**src/sv/apq_pkg.sv**
```systemverilog
// apq_pkg: request kind codes and fixed field widths for the array priority queue.
// No dependencies; used by array_priority_queue.
package apq_pkg;

  localparam int KIND_W     = 2;
  localparam int PRIO_IN_W  = 16;
  localparam int TAG_IO_W   = 32;
  localparam int COUNT_IO_W = 4;
  localparam int CAP_W      = 4;

  localparam logic [KIND_W-1:0] KIND_ADD     = 2'd0;
  localparam logic [KIND_W-1:0] KIND_EXTRACT = 2'd1;
  localparam logic [KIND_W-1:0] KIND_CLEAR   = 2'd2;

endpackage

```
**src/sv/array_priority_queue.sv**
```systemverilog
// Bounded priority queue over an unsorted array in two 1R1W entry memories; uses apq_pkg.
// Requests are taken one at a time: req_stall_o holds off new requests until the result of
// the last one has been registered; extract scans all held entries over the memory read port
// and then shifts the entries above the winner down one place.
// A stalled result channel also holds the flow.
// Reset empties the queue and sets capacity to DEPTH (at most 15); memories stay unwritten.
module array_priority_queue #(
  parameter int DEPTH          = 8,
  parameter int PRIORITY_WIDTH = 16,
  parameter int TAG_WIDTH      = 32
) (
  input  logic                             clk_i,
  input  logic                             rst_ni,
  // configuration
  input  logic                             cfg_we_i,
  input  logic [apq_pkg::CAP_W-1:0]        cfg_data_i,
  // request channel
  input  logic                             req_valid_i,
  output logic                             req_stall_o,
  input  logic [apq_pkg::KIND_W-1:0]       kind_i,
  input  logic [apq_pkg::PRIO_IN_W-1:0]    priority_req_i,
  input  logic [apq_pkg::TAG_IO_W-1:0]     payload_tag_i,
  // result channel
  output logic                             res_valid_o,
  input  logic                             res_stall_i,
  output logic [apq_pkg::TAG_IO_W-1:0]     out_tag_o,
  output logic                             out_valid_o,
  output logic                             dropped_o,
  output logic [apq_pkg::COUNT_IO_W-1:0]   entry_count_o,
  output logic                             is_empty_o,
  output logic                             is_full_o
);

  localparam int AW = $clog2(DEPTH);
  localparam int CW = $clog2(DEPTH + 1);
  localparam logic [apq_pkg::CAP_W-1:0] CAP_RST =
    apq_pkg::CAP_W'(DEPTH <= 15 ? DEPTH : 15);

  typedef enum logic [1:0] {S_IDLE, S_SCAN, S_SHIFT, S_EMIT} state_e;

  state_e                               state_q, state_d;
  logic [CW-1:0]                        held_q, held_d;
  logic [apq_pkg::CAP_W-1:0]            cap_q, cap_d;
  logic [AW-1:0]                        ptr_q, ptr_d;
  logic [AW-1:0]                        best_idx_q, best_idx_d;
  logic signed [PRIORITY_WIDTH-1:0]     best_pri_q, best_pri_d;
  logic [TAG_WIDTH-1:0]                 best_tag_q, best_tag_d;
  logic                                 pend_hit_q, pend_hit_d;
  logic                                 pend_drop_q, pend_drop_d;
  logic                                 res_valid_q, res_valid_d;
  logic [apq_pkg::TAG_IO_W-1:0]         res_tag_q, res_tag_d;
  logic                                 res_hit_q, res_hit_d;
  logic                                 res_drop_q, res_drop_d;
  logic [apq_pkg::COUNT_IO_W-1:0]       res_count_q, res_count_d;
  logic                                 res_empty_q, res_empty_d;
  logic                                 res_full_q, res_full_d;

  // entry memories
  logic [TAG_WIDTH-1:0]                 tag_mem [DEPTH];
  logic signed [PRIORITY_WIDTH-1:0]     pri_mem [DEPTH];
  logic                                 rd_en;
  logic [AW-1:0]                        rd_addr;
  logic [TAG_WIDTH-1:0]                 rd_tag_q;
  logic signed [PRIORITY_WIDTH-1:0]     rd_pri_q;
  logic                                 wr_en;
  logic [AW-1:0]                        wr_addr;
  logic [TAG_WIDTH-1:0]                 wr_tag;
  logic signed [PRIORITY_WIDTH-1:0]     wr_pri;

  logic [CW-1:0]                        cap_eff;
  logic [CW-1:0]                        last_idx;
  logic                                 req_beat;
  logic                                 take;

  assign req_stall_o = (state_q != S_IDLE);
  assign req_beat    = req_valid_i && !req_stall_o;
  assign last_idx    = held_q - CW'(1);

  always_comb begin
    if (cap_q == '0) begin
      cap_eff = CW'(1);
    end else if (int'(cap_q) > DEPTH) begin
      cap_eff = CW'(DEPTH);
    end else begin
      cap_eff = CW'(cap_q);
    end
  end

  assign take = (ptr_q == '0) || (rd_pri_q > best_pri_q);

  always_comb begin
    state_d     = state_q;
    held_d      = held_q;
    cap_d       = cap_q;
    ptr_d       = ptr_q;
    best_idx_d  = best_idx_q;
    best_pri_d  = best_pri_q;
    best_tag_d  = best_tag_q;
    pend_hit_d  = pend_hit_q;
    pend_drop_d = pend_drop_q;
    res_valid_d = res_valid_q && res_stall_i;
    res_tag_d   = res_tag_q;
    res_hit_d   = res_hit_q;
    res_drop_d  = res_drop_q;
    res_count_d = res_count_q;
    res_empty_d = res_empty_q;
    res_full_d  = res_full_q;
    rd_en       = 1'b0;
    rd_addr     = '0;
    wr_en       = 1'b0;
    wr_addr     = '0;
    wr_tag      = rd_tag_q;
    wr_pri      = rd_pri_q;

    if (cfg_we_i) begin
      cap_d = cfg_data_i;
    end

    case (state_q)
      S_IDLE: begin
        if (req_beat) begin
          pend_hit_d  = 1'b0;
          pend_drop_d = 1'b0;
          state_d     = S_EMIT;
          case (kind_i)
            apq_pkg::KIND_ADD: begin
              if (held_q >= cap_eff) begin
                pend_drop_d = 1'b1;
              end else begin
                wr_en   = 1'b1;
                wr_addr = held_q[AW-1:0];
                wr_tag  = TAG_WIDTH'(payload_tag_i);
                wr_pri  = PRIORITY_WIDTH'($signed(priority_req_i));
                held_d  = held_q + CW'(1);
              end
            end
            apq_pkg::KIND_EXTRACT: begin
              if (held_q != '0) begin
                rd_en   = 1'b1;
                rd_addr = '0;
                ptr_d   = '0;
                state_d = S_SCAN;
              end
            end
            apq_pkg::KIND_CLEAR: begin
              held_d = '0;
            end
            default: begin
            end
          endcase
        end
      end
      S_SCAN: begin
        if (take) begin
          best_idx_d = ptr_q;
          best_pri_d = rd_pri_q;
          best_tag_d = rd_tag_q;
        end
        if (CW'(ptr_q) == last_idx) begin
          if (CW'(best_idx_d) == last_idx) begin
            held_d     = last_idx;
            pend_hit_d = 1'b1;
            state_d    = S_EMIT;
          end else begin
            rd_en   = 1'b1;
            rd_addr = AW'(CW'(best_idx_d) + CW'(1));
            ptr_d   = best_idx_d;
            state_d = S_SHIFT;
          end
        end else begin
          rd_en   = 1'b1;
          rd_addr = AW'(CW'(ptr_q) + CW'(1));
          ptr_d   = rd_addr;
        end
      end
      S_SHIFT: begin
        // entry ptr+1 arrives from the read port and moves down one place
        wr_en   = 1'b1;
        wr_addr = ptr_q;
        if (CW'(ptr_q) + CW'(1) == last_idx) begin
          held_d     = last_idx;
          pend_hit_d = 1'b1;
          state_d    = S_EMIT;
        end else begin
          rd_en   = 1'b1;
          rd_addr = AW'(CW'(ptr_q) + CW'(2));
          ptr_d   = AW'(CW'(ptr_q) + CW'(1));
        end
      end
      S_EMIT: begin
        if (!res_valid_q || !res_stall_i) begin
          res_valid_d = 1'b1;
          res_hit_d   = pend_hit_q;
          res_drop_d  = pend_drop_q;
          res_tag_d   = pend_hit_q ? apq_pkg::TAG_IO_W'(best_tag_q) : '0;
          res_count_d = apq_pkg::COUNT_IO_W'(held_q);
          res_empty_d = (held_q == '0);
          res_full_d  = (held_q >= cap_eff);
          state_d     = S_IDLE;
        end
      end
      default: begin
        state_d = S_IDLE;
      end
    endcase
  end

  always_ff @(posedge clk_i or negedge rst_ni) begin
    if (!rst_ni) begin
      state_q     <= S_IDLE;
      held_q      <= '0;
      cap_q       <= CAP_RST;
      ptr_q       <= '0;
      best_idx_q  <= '0;
      pend_hit_q  <= 1'b0;
      pend_drop_q <= 1'b0;
      res_valid_q <= 1'b0;
    end else begin
      state_q     <= state_d;
      held_q      <= held_d;
      cap_q       <= cap_d;
      ptr_q       <= ptr_d;
      best_idx_q  <= best_idx_d;
      pend_hit_q  <= pend_hit_d;
      pend_drop_q <= pend_drop_d;
      res_valid_q <= res_valid_d;
    end
  end

  always_ff @(posedge clk_i) begin
    best_pri_q  <= best_pri_d;
    best_tag_q  <= best_tag_d;
    res_tag_q   <= res_tag_d;
    res_hit_q   <= res_hit_d;
    res_drop_q  <= res_drop_d;
    res_count_q <= res_count_d;
    res_empty_q <= res_empty_d;
    res_full_q  <= res_full_d;
  end

  always_ff @(posedge clk_i) begin
    if (wr_en) begin
      tag_mem[wr_addr] <= wr_tag;
      pri_mem[wr_addr] <= wr_pri;
    end
  end

  always_ff @(posedge clk_i) begin
    if (rd_en) begin
      rd_tag_q <= tag_mem[rd_addr];
      rd_pri_q <= pri_mem[rd_addr];
    end
  end

  assign res_valid_o   = res_valid_q;
  assign out_tag_o     = res_tag_q;
  assign out_valid_o   = res_hit_q;
  assign dropped_o     = res_drop_q;
  assign entry_count_o = res_count_q;
  assign is_empty_o    = res_empty_q;
  assign is_full_o     = res_full_q;

`ifndef SYNTHESIS
  a_held_bound: assert property (@(posedge clk_i) disable iff (!rst_ni)
    int'(held_q) <= DEPTH)
    else $error("held count above depth");

  a_hit_no_drop: assert property (@(posedge clk_i) disable iff (!rst_ni)
    (res_valid_o && out_valid_o) |-> !dropped_o)
    else $error("result both hit and dropped");

  a_shift_range: assert property (@(posedge clk_i) disable iff (!rst_ni)
    (state_q == S_SHIFT) |-> (CW'(ptr_q) + CW'(1) <= last_idx))
    else $error("shift pointer past held entries");

  a_add_grows: assert property (@(posedge clk_i) disable iff (!rst_ni)
    (req_beat && kind_i == apq_pkg::KIND_ADD && held_q < cap_eff)
      |=> (held_q == CW'($past(held_q) + CW'(1))))
    else $error("accepted add did not grow the queue");
`endif

endmodule

```
**config.mk**
```make
export PLATFORM = sky130hd
export DESIGN_NAME = array_priority_queue
export DESIGN_NICKNAME = d
export VERILOG_FILES = /design/src/sv/apq_pkg.sv /design/src/sv/array_priority_queue.sv
export SDC_FILE = /design/constraint.sdc
export NUM_CORES = 1
export LEC_CHECK = 0
export CAP_MARGIN = 20
export CORE_MARGIN = 3
export CORE_UTILIZATION = 60
export CTS_BUF_LIST = sky130_fd_sc_hd__clkbuf_4
export DETAILED_ROUTE_END_ITERATION = 10
export DONT_BUFFER_PORTS = 1
export PLACE_DENSITY = 0.77
export SLEW_MARGIN = 20
export SYNTH_ARGS = -nofsm -noshare
export SYNTH_HDL_FRONTEND = slang
export SYNTH_SLANG_ARGS = --single-unit
```
**constraint.sdc**
```tcl
create_clock -name clk_i -period 19 [get_ports clk_i]
set_input_delay 0 -clock clk_i [delete_from_list [all_inputs] [get_ports clk_i]]
set_output_delay 0 -clock clk_i [all_outputs]
set_load 0.01 [all_outputs]
```
==> flow_summary.yaml, run 1 <==
yosys:
  postSynthAreaPerCell_sq_um: 16.2
  ys_warn_count: 0
  syn_inst: 1409
  syn-num-nets: 1498
  ys_types: 63
  synth-seq-area-share_pct: 70.5
  synth_edf_count: 520
  synthArstFlopShare_pct: 3.53
  synth-main-ff-cell: "edfxtp_1"
  synth_area_sq_um: 22800
  synth_seq_cells: 539
global_routing:
  grt_pass1_wl_um: 74400
  grt_use_met2_pct: 38.4
  gr-usage-met3_pct: 5.72
  busiest_layer: "met2"
  use_met1_pct: 31.4
  grt_pass1_vias: 13300
  antenna_found_initial: 3
  grt-ovfl-total: 0
  grt_usage_pct: 24.0
  grt_max_degree: 73
final_layout:
  seq_area_sq_um: 16100
  final_common_cell: "edfxtp_1"
  nets: 1652
  final_util_pct: 69.3
  drive_gt1_share_pct: 21.4
  layout_common_cells: "edfxtp_1 (520), clkbuf_4 (188), mux2i_1 (146)"
  instances_no_fill: 2153
  area_growth_pct: 12.6
  fillers: 2474
  multi_input_area_sq_um: 6310
flow_run:
  drv_cap: 0
pwr:
  ir_drop_mv: 0.106
  p_leak_nw: 9.08
  power_per_cell_area_nw_per_um2: 180
worst_setup_path:
  crit_fanout: 30
  cp.required_ns: 19.61
  startpoint_type: "flip-flop"
  endpoint_kind: "flip-flop"
  worst-endpoint-arrival_ns: 6.59
  path_class: "flip-flop to flip-flop"
sta:
  fin_crit_ns: 5.97
  tns_ns: 0
  rsz0062_at_grt: "no"
  drv_slew: 0
  final_hold_viol_count: 0
  finalSetupViolCount: 0
  timing.final.crit_share_pct: 31.4
  fmax_mhz: 167
  fin_skew_ns: 0.0537
  worst_slew_pin_slew_ns: 1.12
  slew_headroom_pct: 25.5
clock_network:
  tritoncts: "done"
  clock_path_buffers: 3
  post_cts_resized: 0
  cts_sinks: 539
  htreeDepth: 4
  root_buffer: "clkbuf_4"
  insertion_delay_ns: 0.83
  numCtsBuffers: 134
  clk_transition_reported_paths_ns: 0.06
routing:
  ant_nets: 0
  routed_wl_um: 48500
  wire_per_inst_um: 22.5
  vias: 12800
  drt_iter0_drc: 1147
  viasPerCell: 5.96
  drc: 0
  dr.pass1.iters: 5
die:
  fp.dieArea_sq_um: 40400
  ios: 101
  die_w_um: 201
  start_util_pct: 61.6
  rows: 70
  die_h_um: 201
  core_area_sq_um: 37000
min_path:
  worstHoldPathType: "primary input to flip-flop"
placed_design:
  gp_congestion: 0.907
  port_buffers: 0
  dp_hpwl_um: 25500
  placed_cells: 1862
status:
  status: "finished clean"
[Yosys cell counts (6+ instances only)]
| master | count | area [sq um] |
|---|---|---|
| nor3_1 | 10 | 50.1 |
| dfrtp_1 | 18 | 450 |
| inv_1 | 33 | 124 |
| nand2b_1 | 99 | 619 |
| a221oi_2 | 48 | 721 |
| a21oi_1 | 61 | 305 |
| buf_2 | 18 | 90.1 |
| ha_1 | 30 | 375 |
| clkbuf_1 | 37 | 139 |
| nand3_1 | 12 | 60.1 |
| mux2i_1 | 146 | 1460 |
| and2_1 | 35 | 219 |
| edfxtp_1 | 520 | 15600 |
| nor2b_1 | 9 | 56.3 |
| nor2_1 | 21 | 78.8 |
| xnor2_1 | 6 | 52.6 |
| a22oi_1 | 6 | 45.0 |
| nand2_1 | 78 | 293 |
| a22o_1 | 49 | 429 |
| o211ai_1 | 8 | 60.1 |
| buf_4 | 10 | 75.1 |
| a21o_1 | 7 | 52.6 |
| mux2_2 | 54 | 608 |
| o21ai_0 | 21 | 105 |
[sequential cells by signal, indices dropped and copies added, names as in the netlist, 16 cells and up]
register and cells:
pri_mem 128, best_pri_q 16, tag_mem 256, out_tag_o 32, rd_pri_q 16, best_tag_q 32
rd_tag_q 32
[worst max-delay path: stages (launching register included)]
cell and delay, ns:
edfxtp_1 0.44, ha_1 0.37, nand4_2 0.19, or3_4 0.45
a2111oi_4 0.46, nor3_1 0.16, nand2_1 0.13, mux2_2 0.41
ha_1 0.26, or4_1 0.53, a21oi_1 0.16, o22a_1 0.23
nor2_1 0.10, o32ai_4 0.90, buf_4 0.54, a21oi_1 0.12
a221oi_2 0.31
[final cells by class]
| class | instances | share of cell area, % |
|---|---|---|
| sequential | 539 | 62.6 |
| multi-input combinational | 760 | 24.6 |
| clock buffer | 188 | 5.49 |
| timing repair buffer | 95 | 3.45 |
| tap | 504 | 2.45 |
| clock inverter | 31 | 0.881 |
| inverter | 33 | 0.482 |
| antenna | 3 | 0.0292 |
[path summary, 6_finish.rpt]
check	to	slack [ns]	start	depth (start not counted)
min in group asynchronous	best_idx_q[2]$_DFFE_PN0P_	0.31	rst_ni	2
max in group asynchronous	cap_q[1]$_DFFE_PN0P_	18.08	rst_ni	2
hold reg to reg	best_tag_q[10]$_DFFE_PP_	0.44	rd_tag_q[10]$_DFFE_PP_	0
hold / removal	tag_mem[1][28]$_DFFE_PP_	0.07	payload_tag_i[28]	2
setup / recovery	rd_pri_q[11]$_DFFE_PP_	13.03	rd_pri_q[15]$_DFFE_PP_	16
setup reg to reg	rd_pri_q[11]$_DFFE_PP_	13.03	rd_pri_q[15]$_DFFE_PP_	16
[cells by family (layout without fill, tap and decap cells)]
logic type      Yosys count  in the layout  share of synthesized area, %
mux                     200            200                          9.07
fa+ha+maj                30             30                          1.64
compound gates          234            234                          9.04
other cells               0              3                             0
flops                   539            539                          70.5
simple gates            287            287                          6.81
xor+xnor                  9              9                         0.345
buf+inv                 110            347                          2.59
[metal layers]
layer	up-vias	routed length (um)
li1	5848	-
met1	6328	19800
met2	510	23500
met3	145	3380
met4	0	1740
met5	-	0
[timing repair]
action,in CTS,in global routing
setup endpoints to repair,0,0
setup buffers,0,0
hold endpoints to repair,483,0
hold buffers,69,0
[power breakdown]
group | total (mW) | internal [mW] | switching, mW
clock network | 0.942 | 0.506 | 0.436
logic | 1.76 | 0.658 | 1.10
registers | 1.93 | 1.80 | 0.126
total | 4.63 | 2.97 | 1.66
[through the flow]
step | power (mW) | hold WS [ns] | instance area, sq um | setup slack, ns
3_5_place_dp | 3.68 | -0.295 | 23400 | 13.08
6_report | 4.63 | 0.0728 | 25700 | 13.03
2_1_floorplan | 3.26 | -0.296 | 22800 | 12.18
3_3_place_gp | 3.61 | -0.295 | 23400 | 13.27
5_1_grt | 4.89 | 0.0305 | 25700 | 12.74
4_1_cts | 4.64 | 0.000955 | 25700 | 13.03
Note: power is estimated with default switching activity, not from simulation.
==> run 2: changes to the inputs <==
- clock period: 19 -> 5.6 ns (I/O delays scaled with it)
==> run 2 against run 1 <==
Flip-flop and latch count did not move. Clock skew rose by 0.0035 ns. Hold slack improved by 0.0052 ns. Cell count barely moved. Non-clock buffer count rose by 3. Critical path type unchanged. Clock-buffer cell count did not move. Total power rose to 3.4 times the previous value. Largest power group unchanged. Maximum frequency rose by 13%. Via count rose by 0.78%. Sequential power rose to 3.4 times the previous value.
==> flow_summary.yaml, run 2 (synthesis results as in run 1) <==
sta:
  final_hold_viol_count: 0
  rsz0062_at_grt: "no"
  slew_headroom_pct: 36.5
  finalSetupViolCount: 0
  fin_crit_ns: 5.27
  fin_skew_ns: 0.0572
  worst_slew_pin_slew_ns: 0.949
  tns_ns: 0
  fmax_mhz: 190
  drv_slew: 0
  timing.final.crit_share_pct: 94.1
  hold-worst-slack_ns: 0.0780
worst_setup_path:
  r2r_setup_slack_ns: 0.33
  crit_fanout: 21
  critPathSlowestCell: "or4_1"
  path_class: "flip-flop to flip-flop"
  cpLargestDelayFamily: "simple AND/OR/NAND/NOR gates"
  cp.required_ns: 6.08
  endpoint_kind: "flip-flop"
  worstPathCellList: "ha_1 -> nand4_1 -> or3_4 -> a2111oi_4 -> nor3_1 -> nand2_1 -> mux2_2 -> ha_1 -> or4_1 -> a21oi_1 -> o22a_1 -> nand3_1 -> o32ai_4 -> buf_4 -> a221oi_2"
  crit_top_cell: "ha_1"
  rr_worst_depth: 15
  critPathMaxStageDelay_ns: 0.52
  path_depth: 15
  worst-endpoint-arrival_ns: 5.75
  startpoint_type: "flip-flop"
  rr_startpoint: "rd_pri_q[11]$_DFFE_PP_"
  worstSetupStartpoint: "rd_pri_q[11]$_DFFE_PP_"
  crit_buf_inv: 1
pwr:
  ir_drop_mv: 0.497
  p_leak_nw: 9.15
  power_per_cell_area_nw_per_um2: 615
final_layout:
  largest_register: "tag_mem"
  largestRegisters: "tag_mem x256, pri_mem x128"
  largest_reg_flops: 256
  layout_common_cells: "edfxtp_1 (520), clkbuf_4 (188), mux2i_1 (146)"
  stdcell_area_sq_um: 25900
  final_common_cell: "edfxtp_1"
  area_growth_pct: 13.4
  nets: 1660
  fillers: 2478
  final_util_pct: 69.9
  drive_gt1_share_pct: 21.9
  instances_no_fill: 2154
clock_network:
  post_cts_resized: 0
  clock_path_buffers: 3
  clk_transition_reported_paths_ns: 0.06
  cts_setup_buffers: 0
  root_buffer: "clkbuf_4"
  numCtsBuffers: 139
  insertion_delay_ns: 0.79
  tritoncts: "done"
  htreeDepth: 4
  cts_sinks: 539
min_path:
  holdPathStages: 2
  min_from: "payload_tag_i[24]"
  worstHoldPathType: "primary input to flip-flop"
placed_design:
  dp_hpwl_um: 25700
  port_buffers: 0
  gp_congestion: 0.822
  placed_cells: 1866
  postPlaceCellArea_sq_um: 23500
global_routing:
  grt_pass1_wl_um: 76800
  grt_pass1_vias: 13700
  grt_max_degree: 73
  grt-ovfl-total: 0
  antenna_found_initial: 2
  grt_usage_pct: 24.7
die:
  core_area_sq_um: 37000
  die_w_um: 201
  rows: 70
  start_util_pct: 61.6
  fp.dieArea_sq_um: 40400
  die_h_um: 201
  ios: 101
routing:
  dr.pass1.iters: 5
  drc: 0
  routed_wl_um: 49400
  drt_iter0_drc: 1115
  ant_nets: 0
  vias: 12900
  viasPerCell: 6.00
  wire_per_inst_um: 22.9
flow_run:
  drv_cap: 0
status:
  status: "finished clean"
-- run 2: cell count changes in the layout (fill, tap and decap cells not counted), sizes merged --
cell,change
bufinv,+1
dlygate4sd3,-1
clkinv,-3
buf,+4
-- run 2: final timing paths --
path,to
max,rd_tag_q[16]$_DFFE_PP_
min,tag_mem[0][24]$_DFFE_PP_
max reg2reg,rd_tag_q[16]$_DFFE_PP_
min reg2reg,best_tag_q[11]$_DFFE_PP_
max in group asynchronous,cap_q[2]$_DFFE_PN0P_
min in group asynchronous,pend_drop_q$_DFFE_PN0P_
-- run 2: report_power, final --
part	internal (mW)	switching (mW)	total, mW
Clock	1.77	1.48	3.25
Combinational	2.32	3.79	6.12
Sequential	6.12	0.432	6.55
-- run 2: final cells by class --
type	instances	area [sq um]	share of cell area (%)
Tap cell	504	631	2.44
Inverter	33	124	0.479
Antenna cell	3	7.51	0.0290
Multi-Input combinational cell	760	6310	24.4
Sequential cell	539	16100	62.2
Clock inverter	29	258	0.996
Clock buffer	188	1410	5.45
Timing Repair Buffer	98	1040	4.03
-- run 2: worst reg2reg max path, stage by stage (launching register included) --
cell and delay (ns):
edfxtp_1 0.44, ha_1 0.33, nand4_1 0.19, or3_4 0.44, a2111oi_4 0.49, nor3_1 0.17, nand2_1 0.12, mux2_2 0.42
ha_1 0.26, or4_1 0.52, a21oi_1 0.21, o22a_1 0.27, nand3_1 0.14, o32ai_4 0.35, buf_4 0.48, a221oi_2 0.14
-- run 2: what timing repair did --
action,4_1_cts,5_1_grt
endpoints found under the setup margin,0,0
hold buffers,68,0
endpoints found under the hold margin,507,0
-- run 2: stage by stage --
stage	setup slack [ns]	total power [mW]
2_1_floorplan	-1.22	11.1
3_3_place_gp	0.546	12.4
4_1_cts	0.388	16.0
5_1_grt	0.0737	16.8
6_report	0.328	15.9
3_5_place_dp	0.441	12.6
-- run 2: layer usage --
layer | global-route usage [%] | routed length, um | part of all wire, % | vias up
met5 | 0 | 0 | 0 | -
met4 | 10.5 | 1500 | 3.0 | 0
met3 | 5.56 | 3430 | 6.9 | 105
met2 | 40.8 | 24500 | 50 | 543
met1 | 31.9 | 20000 | 40 | 6456
li1 | - | - | - | 5827
